[config.mk]
export PLATFORM = sky130hd
export DESIGN_NAME = sgj_phase
export DESIGN_NICKNAME = d
export VERILOG_FILES = /design/src/hw/rtl/sgj_pkg.sv /design/src/hw/rtl/sgj_phase.sv
export SDC_FILE = /design/constraint.sdc
export NUM_CORES = 1
export LEC_CHECK = 0
export CAP_MARGIN = 20
export CORE_MARGIN = 3
export CORE_UTILIZATION = 70
export CTS_CLUSTER_SIZE = 8
export DETAILED_ROUTE_END_ITERATION = 8
export DONT_BUFFER_PORTS = 1
export PLACE_DENSITY = 0.92
export SLEW_MARGIN = 20
export SYNTH_ARGS = -nofsm -noshare
export SYNTH_HDL_FRONTEND = slang
export SYNTH_SLANG_ARGS = --single-unit
[constraint.sdc]
create_clock -name clock -period 11.5 [get_ports clock]
set_input_delay 1.15 -clock clock [delete_from_list [all_inputs] [get_ports clock]]
set_output_delay 1.15 -clock clock [all_outputs]
set_load 0.02 [all_outputs]
[src/hw/rtl/sgj_pkg.sv]
package sgj_pkg;

   localparam int JOINT_COUNT = 4;
   localparam int SINE_TABLE_DEPTH_DEF = 256;
   localparam int PIPE_STAGES = 5;

   localparam int AMP_W = 15;
   localparam int PHASE_W = 32;
   localparam int ANGLE_W = 16;
   localparam int OFF_W = 3;
   localparam int CSR_INDEX_W = 2;
   localparam int CSR_DATA_W = 32;

   localparam logic [AMP_W-1:0] LATERAL_AMP_RESET = 15'd8192;
   localparam logic [AMP_W-1:0] VERTICAL_AMP_RESET = 15'd2867;
   localparam logic [PHASE_W-1:0] PHASE_STEP_RESET = 32'd4294967;

   localparam logic [63:0] HALF_PI_Q30 = 64'd1686629713;
   localparam int TAYLOR_TERMS = 12;
   localparam logic [63:0] TAYLOR_DIV [TAYLOR_TERMS] = '{
      64'd6, 64'd20, 64'd42, 64'd72, 64'd110, 64'd156,
      64'd210, 64'd272, 64'd342, 64'd420, 64'd506, 64'd600
   };

   typedef enum logic [2:0] {
      GAIT_FORWARD    = 3'd0,
      GAIT_TURN_LEFT  = 3'd1,
      GAIT_TURN_RIGHT = 3'd2,
      GAIT_MOVE_LEFT  = 3'd3,
      GAIT_MOVE_RIGHT = 3'd4
   } gait_mode_type;

   typedef enum logic [CSR_INDEX_W-1:0] {
      CSR_LATERAL_AMP  = 2'd0,
      CSR_VERTICAL_AMP = 2'd1,
      CSR_PHASE_STEP   = 2'd2
   } csr_index_type;

   // joint offsets in eighths of a turn, joint 0 in the low slice
   typedef struct packed {
      logic [JOINT_COUNT-1:0][OFF_W-1:0] lat;
      logic [JOINT_COUNT-1:0][OFF_W-1:0] vert;
   } gait_offsets_type;

   function automatic gait_offsets_type gait_offsets(input logic [2:0] mode);
      gait_offsets_type o;
      o.lat  = {3'd4, 3'd4, 3'd2, 3'd2};
      o.vert = {3'd2, 3'd2, 3'd2, 3'd2};
      unique case (gait_mode_type'(mode))
         GAIT_TURN_LEFT: begin
            o.lat  = {3'd4, 3'd2, 3'd4, 3'd2};
            o.vert = {3'd4, 3'd2, 3'd4, 3'd2};
         end
         GAIT_TURN_RIGHT: begin
            o.lat  = {3'd1, 3'd4, 3'd1, 3'd4};
         end
         GAIT_MOVE_RIGHT: begin
            o.lat  = {3'd2, 3'd2, 3'd2, 3'd2};
            o.vert = {3'd4, 3'd1, 3'd4, 3'd1};
         end
         default: begin
            o.lat  = {3'd4, 3'd4, 3'd2, 3'd2};
         end
      endcase
      return o;
   endfunction

endpackage

[src/hw/rtl/sgj_phase.sv]
module sgj_phase
   import sgj_pkg::*;
(
   input  logic                   clock,
   input  logic                   en,
   input  logic [31:0]            time_ms,
   input  logic [2:0]             gait_mode,
   input  logic [PHASE_W-1:0]     phase_step,
   output logic [PHASE_W-1:0]     base,
   output gait_offsets_type       offsets
);

   logic [PHASE_W-1:0] base_ff, base_in;
   gait_offsets_type   offsets_ff, offsets_in;

   // phase wraps modulo one turn, only the low word is kept
   always_comb begin
      base_in    = PHASE_W'(time_ms * phase_step);
      offsets_in = gait_offsets(gait_mode);
   end

   always_ff @(posedge clock) begin
      if (en) begin
         base_ff    <= base_in;
         offsets_ff <= offsets_in;
      end
   end

   assign base    = base_ff;
   assign offsets = offsets_ff;

endmodule

==> flow_summary.yaml, run 1 <==
status:
  outcome: "completed"
sta:
  worst_pin_slew_ns: 0.621
  fin_tns_setup_ns: 0
  period_needed_ns: 7.35
  finalHoldViolations: 0
  setup_viol: 0
  clock.fmax_mhz: 136
  rsz0062_at_grt: "false"
  maxSlewViolCount: 0
  min_period_over_period: 0.639
  maxSlewHeadroom: 0.585
min_path:
  hold_path_class: "input pin to flop"
worst_setup_path:
  crit_slowest_cell: "fa_1"
  startpoint_type: "input pin"
  required_ns: 11.54
  slowest_delay_ns: 0.57
  endpoint_kind: "flop"
  cpMostUsedCell: "fa_1"
  crit_buf_inv: 2
  crit_type: "input pin to flop"
  worstPathArrival_ns: 7.39
  critPathTopFamily: "adder cells"
  path_cells: "and2_1, fa_1, inv_1, fa_1, fa_1, fa_1, inv_1, fa_1, fa_1, fa_1, fa_1, ha_1, a21oi_1, nor2b_1, nor2_1, a221oi_2, o21ai_2, o21ai_1, mux2i_1, o221ai_1"
  worst-path-max-fanout: 15
logic_synthesis:
  netlist_area_um2: 17200
  ys_seq_area_frac: 0.0750
  synth.avg_cell_area_um2: 9.67
  yosysWarningCount: 0
  ys_types: 46
  synth_cells: 1780
  ys_ff_latch: 43
  synth-edff-count: 43
  synthArstFlopShare: 0
  synth_top_flop_cell: "edfxtp_1"
die:
  dieArea_um2: 26500
  start_util: 0.723
  floorplan.rows: 56
  die_h_um: 163
  num_io_pins: 125
  die_x_um: 163
  core_um2: 23800
clock_tree:
  root_buffer: "clkbuf_16"
  cts_resized: 0
  cts.path.max_buffers: 2
  cts_setup_buffers: 0
  numCtsBuffers: 5
  cts.sinks: 43
  cts_tree: "built"
  path_clk_slew_ns: 0.07
  htree_num_levels: 2
  cts_hold_repair.buffers: 0
drt:
  viasPerCell: 5.84
  antenna_left: 0
  drc: 0
  wire_per_inst_um: 20.7
  drtIter0Drc: 1031
  dr.pass1.iters: 7
  routed_wl_um: 41800
  vias: 11800
placement:
  dp_hpwl_um: 34400
  gp_routability_congestion: 0.936
  io_buffers: 0
finish:
  finalNetCount: 2299
  fillers: 1586
  antenna_cells: 0
  synthToLayoutAreaGrowth_pct: 1.12
  drive_gt1_frac: 0.0118
global_route:
  track_usage: 0.331
  grt_pass1_vias: 13100
  grt_pass1_wl_um: 67300
  grt_overflow: 0
  antenna_found_initial: 0
  grt_max_degree: 44
flow_run:
  maxCapViolations: 0
==> flip-flops by register name, indices dropped and copies added (netlist names) <==
name     cells
base        32
offsets     11
==> layer usage <==
metal	track usage	up-vias	wire, µm
li1	-	4984	-
met1	0.421	6004	14800
met2	0.541	656	20400
met3	0.0941	153	4540
met4	0.131	0	1970
met5	0	-	0
==> path summary, 6_finish.rpt <==
| path | from | end | slack [ns] | cells past startpoint |
|---|---|---|---|---|
| worst min-delay path | en | offsets[13] | 0.96 | 0 |
| worst max-delay path | time_ms[17] | base[29] | 4.15 | 20 |
==> synth_stat cells (4+ instances only) <==
library cell | number | area (µm²)
edfxtp_1 | 43 | 1290
ha_1 | 123 | 1540
xnor2_1 | 68 | 596
nor2_1 | 13 | 48.8
o21bai_1 | 6 | 45.0
buf_4 | 13 | 97.6
and2_1 | 362 | 2260
xor2_1 | 18 | 158
nand2b_1 | 4 | 25.0
nand2_1 | 177 | 664
o21ai_1 | 6 | 30.0
inv_1 | 381 | 1430
a21o_1 | 8 | 60.1
o21ai_0 | 8 | 40.0
clkbuf_1 | 80 | 300
fa_1 | 408 | 8170
a21oi_1 | 21 | 105
==> per-stage QoR <==
stage / cell area (µm²) / std cells / utilization / worst slack (ns) / hold WS, ns
2_1_floorplan: 17200 / 1785 / - / 3.96 / 1.26
3_3_place_gp: 17200 / 2011 / 0.724 / 3.94 / 1.27
3_5_place_dp: 17200 / 2011 / 0.724 / 3.85 / 1.27
4_1_cts: 17400 / 2019 / 0.731 / 4.16 / 0.955
5_1_grt: 17400 / 2019 / 0.731 / 3.85 / 0.953
6_report: 17400 / 2019 / 0.731 / 4.15 / 0.962
==> area by class of cell <==
cell class,count,area [µm²],area share
Tap cell,319,399,0.0229
Multi-Input combinational cell,1268,14100,0.811
Clock buffer,5,125,0.00719
Inverter,381,1430,0.0821
Clock inverter,3,47.5,0.00273
Sequential cell,43,1290,0.0742
==> placed cells by master, fill, tap and decap left out, types with 8 or more instances in the layout <==
cell type | netlist | layout
inv_1 | 381 | 381
ha_1 | 123 | 123
fa_1 | 408 | 408
xor2_1 | 18 | 18
o21ai_0 | 8 | 8
nand2_1 | 177 | 177
xnor2_1 | 68 | 68
a21oi_1 | 21 | 21
a21o_1 | 8 | 8
and2_1 | 362 | 362
edfxtp_1 | 43 | 43
nor2_1 | 13 | 13
==> cell families (layout without fill, tap and decap cells) <==
family                   Yosys count  in the layout  synth area share
AND/OR/NAND/NOR                  574            574             0.181
adder cells (fa/ha/maj)          531            531             0.564
buffers and inverters            474            389             0.106
XOR/XNOR                          86             86            0.0437
AO/OA/AOI/OAI                     70             70            0.0295
flip-flops                        43             43            0.0750
other                              1              6          0.000218
multiplexers                       1              1          0.000581
Power of run 1 is left out: the tool's default activity adds up to more than one toggle a clock period on the data nets, which glitch-free logic cannot reach.
==> inputs of run 2 (changes only) <==
Settings changed: CORE_UTILIZATION 70 to 61, PLACE_DENSITY 0.92 to 0.86.
Clock period 11.5 ns to 6.68 ns, I/O delays scaled along.
==> run 2 against run 1 <==
  * Flip-flop and latch count unchanged
  * Setup slack got worse by 4.0 ns
  * Hold slack got worse by 0.48 ns
  * Routed wire length increased by 4.1%
  * Sequential share of layout area decreased by 0.24 points
  * Non-clock buffer count increased by 37
  * Design area increased by 3.4%
  * Via count increased by 1.3%
  * First-iteration DRC count decreased by 15%
  * Count of clock-buffer cells in the layout unchanged
  * Largest cell class unchanged
==> flow_summary.yaml, run 2 (synthesis gave the netlist of run 1 again) <==
sta:
  maxSlewHeadroom: 0.639
  setup_viol: 0
  min_period_over_period: 0.985
  rsz0062_at_grt: "true"
  maxSlewViolCount: 0
  period_needed_ns: 6.58
  hold_ws_ns: 0.479
  worst_pin_slew_ns: 0.542
  finalHoldViolations: 0
  clock.fmax_mhz: 152
finish:
  instances_no_fill: 2111
  fillers: 2052
  design_area_um2: 18000
  layout_common_cells: "fa_1, inv_1, and2_1, nand2_1, ha_1"
  mostFrequentLayoutCell: "fa_1"
  finalNetCount: 2336
  drive_gt1_frac: 0.0541
  synthToLayoutAreaGrowth_pct: 4.55
  largest_reg_flops: 32
global_route:
  grt_pass1_wl_um: 70200
  antenna_found_initial: 1
  grt_pass1_vias: 13600
  grt_overflow: 0
  track_usage: 0.297
  grt_max_degree: 44
worst_setup_path:
  startpoint_type: "input pin"
  critPathTopFamily: "adder cells"
  worst-path-max-fanout: 18
  path_depth: 23
  setup.worst_path.start: "time_ms[14]"
  worstPathArrival_ns: 6.64
  slowest_delay_ns: 0.55
  endpoint_kind: "flop"
  required_ns: 6.73
  cpMostUsedCell: "fa_1"
  critPathCapture: "base[27]"
  path_cells: "and2_1, fa_1, inv_1, fa_1, fa_1, fa_1, inv_1, fa_1, inv_1, fa_1, inv_1, fa_2, fa_2, ha_4, a211o_1, a2111oi_4, a221oi_2, buf_4, o21ai_4, buf_4, nor2_1, o21ai_0, a21oi_1"
  crit_slowest_cell: "fa_2"
  crit_buf_inv: 6
  crit_type: "input pin to flop"
clock_tree:
  path_clk_slew_ns: 0.07
  cts_hold_repair.buffers: 0
  numCtsBuffers: 5
  cts_tree: "built"
  cts.sinks: 43
  root_buffer: "clkbuf_16"
  cts.path.max_buffers: 2
  htree_num_levels: 2
placement:
  dp_hpwl_um: 33900
  io_buffers: 0
  gp_routability_congestion: 0.905
  dp.cells: 2099
  dpl_cell_area_um2: 17700
drt:
  vias: 11900
  drtIter0Drc: 876
  viasPerCell: 5.66
  drc: 0
  routed_wl_um: 43500
  dr.pass1.iters: 5
  antenna_left: 0
  wire_per_inst_um: 20.6
min_path:
  hold_path_class: "input pin to flop"
die:
  core_um2: 27300
  num_io_pins: 125
  floorplan.rows: 60
  start_util: 0.630
  dieArea_um2: 30300
  die_h_um: 174
  die_x_um: 174
flow_run:
  maxCapViolations: 0
status:
  outcome: "completed"
run 2: cell types whose count changed in the layout (fill, tap and decap cells not counted), sizes merged:
cell and change:
buf +37, diode +2
run 2: stage by stage:
| step | setup slack [ns] | util | setup TNS (ns) |
|---|---|---|---|
| floorplan | -0.0670 | - | -0.119 |
| global placement | -0.181 | 0.647 | -0.664 |
| detailed placement | -0.334 | 0.647 | -1.70 |
| CTS | 0.00959 | 0.653 | 0 |
| global route | -0.0783 | 0.659 | -0.139 |
| finish | 0.0980 | 0.659 | 0 |
run 2: worst min path at each step:
| stage | start | to | slack (ns) | depth (start not counted) |
|---|---|---|---|---|
| 2_1_floorplan | en | base[0] | 0.78 | 0 |
| 6_report | en | base[25] | 0.48 | 0 |
| 4_1_cts | en | base[25] | 0.47 | 0 |
| 3_3_place_gp | en | base[25] | 0.79 | 0 |
| 5_1_grt | en | base[27] | 0.46 | 0 |
| 3_5_place_dp | en | base[25] | 0.79 | 0 |
run 2: metal layers:
metal  global-route usage  up-vias  part of all wire
met4                0.121        0             0.044
met1                0.364     6126              0.37
met2                0.506      622              0.50
li1                     -     5067                 -
met3               0.0736      130             0.092
met5                    0        -                 0
run 2: what timing repair did:
action / in CTS / in global routing
setup buffers: 0 / 2
hold endpoints to repair: 0 / 0
gates resized for setup: 1 / 26
pin swaps: 0 / 35
endpoints found under the setup margin: 1 / 6
cloned: 0 / 0
run 2: final cells by class:
type | instances | area, µm² | share of cell area
Antenna cell | 2 | 5.00 | 0.000278
Clock buffer | 5 | 125 | 0.00695
Clock inverter | 3 | 47.5 | 0.00264
Inverter | 381 | 1430 | 0.0794
Multi-Input combinational cell | 1268 | 14400 | 0.797
Sequential cell | 43 | 1290 | 0.0717
Tap cell | 372 | 465 | 0.0259
Timing Repair Buffer | 37 | 282 | 0.0156
Power of run 2 is left out for the same reason.
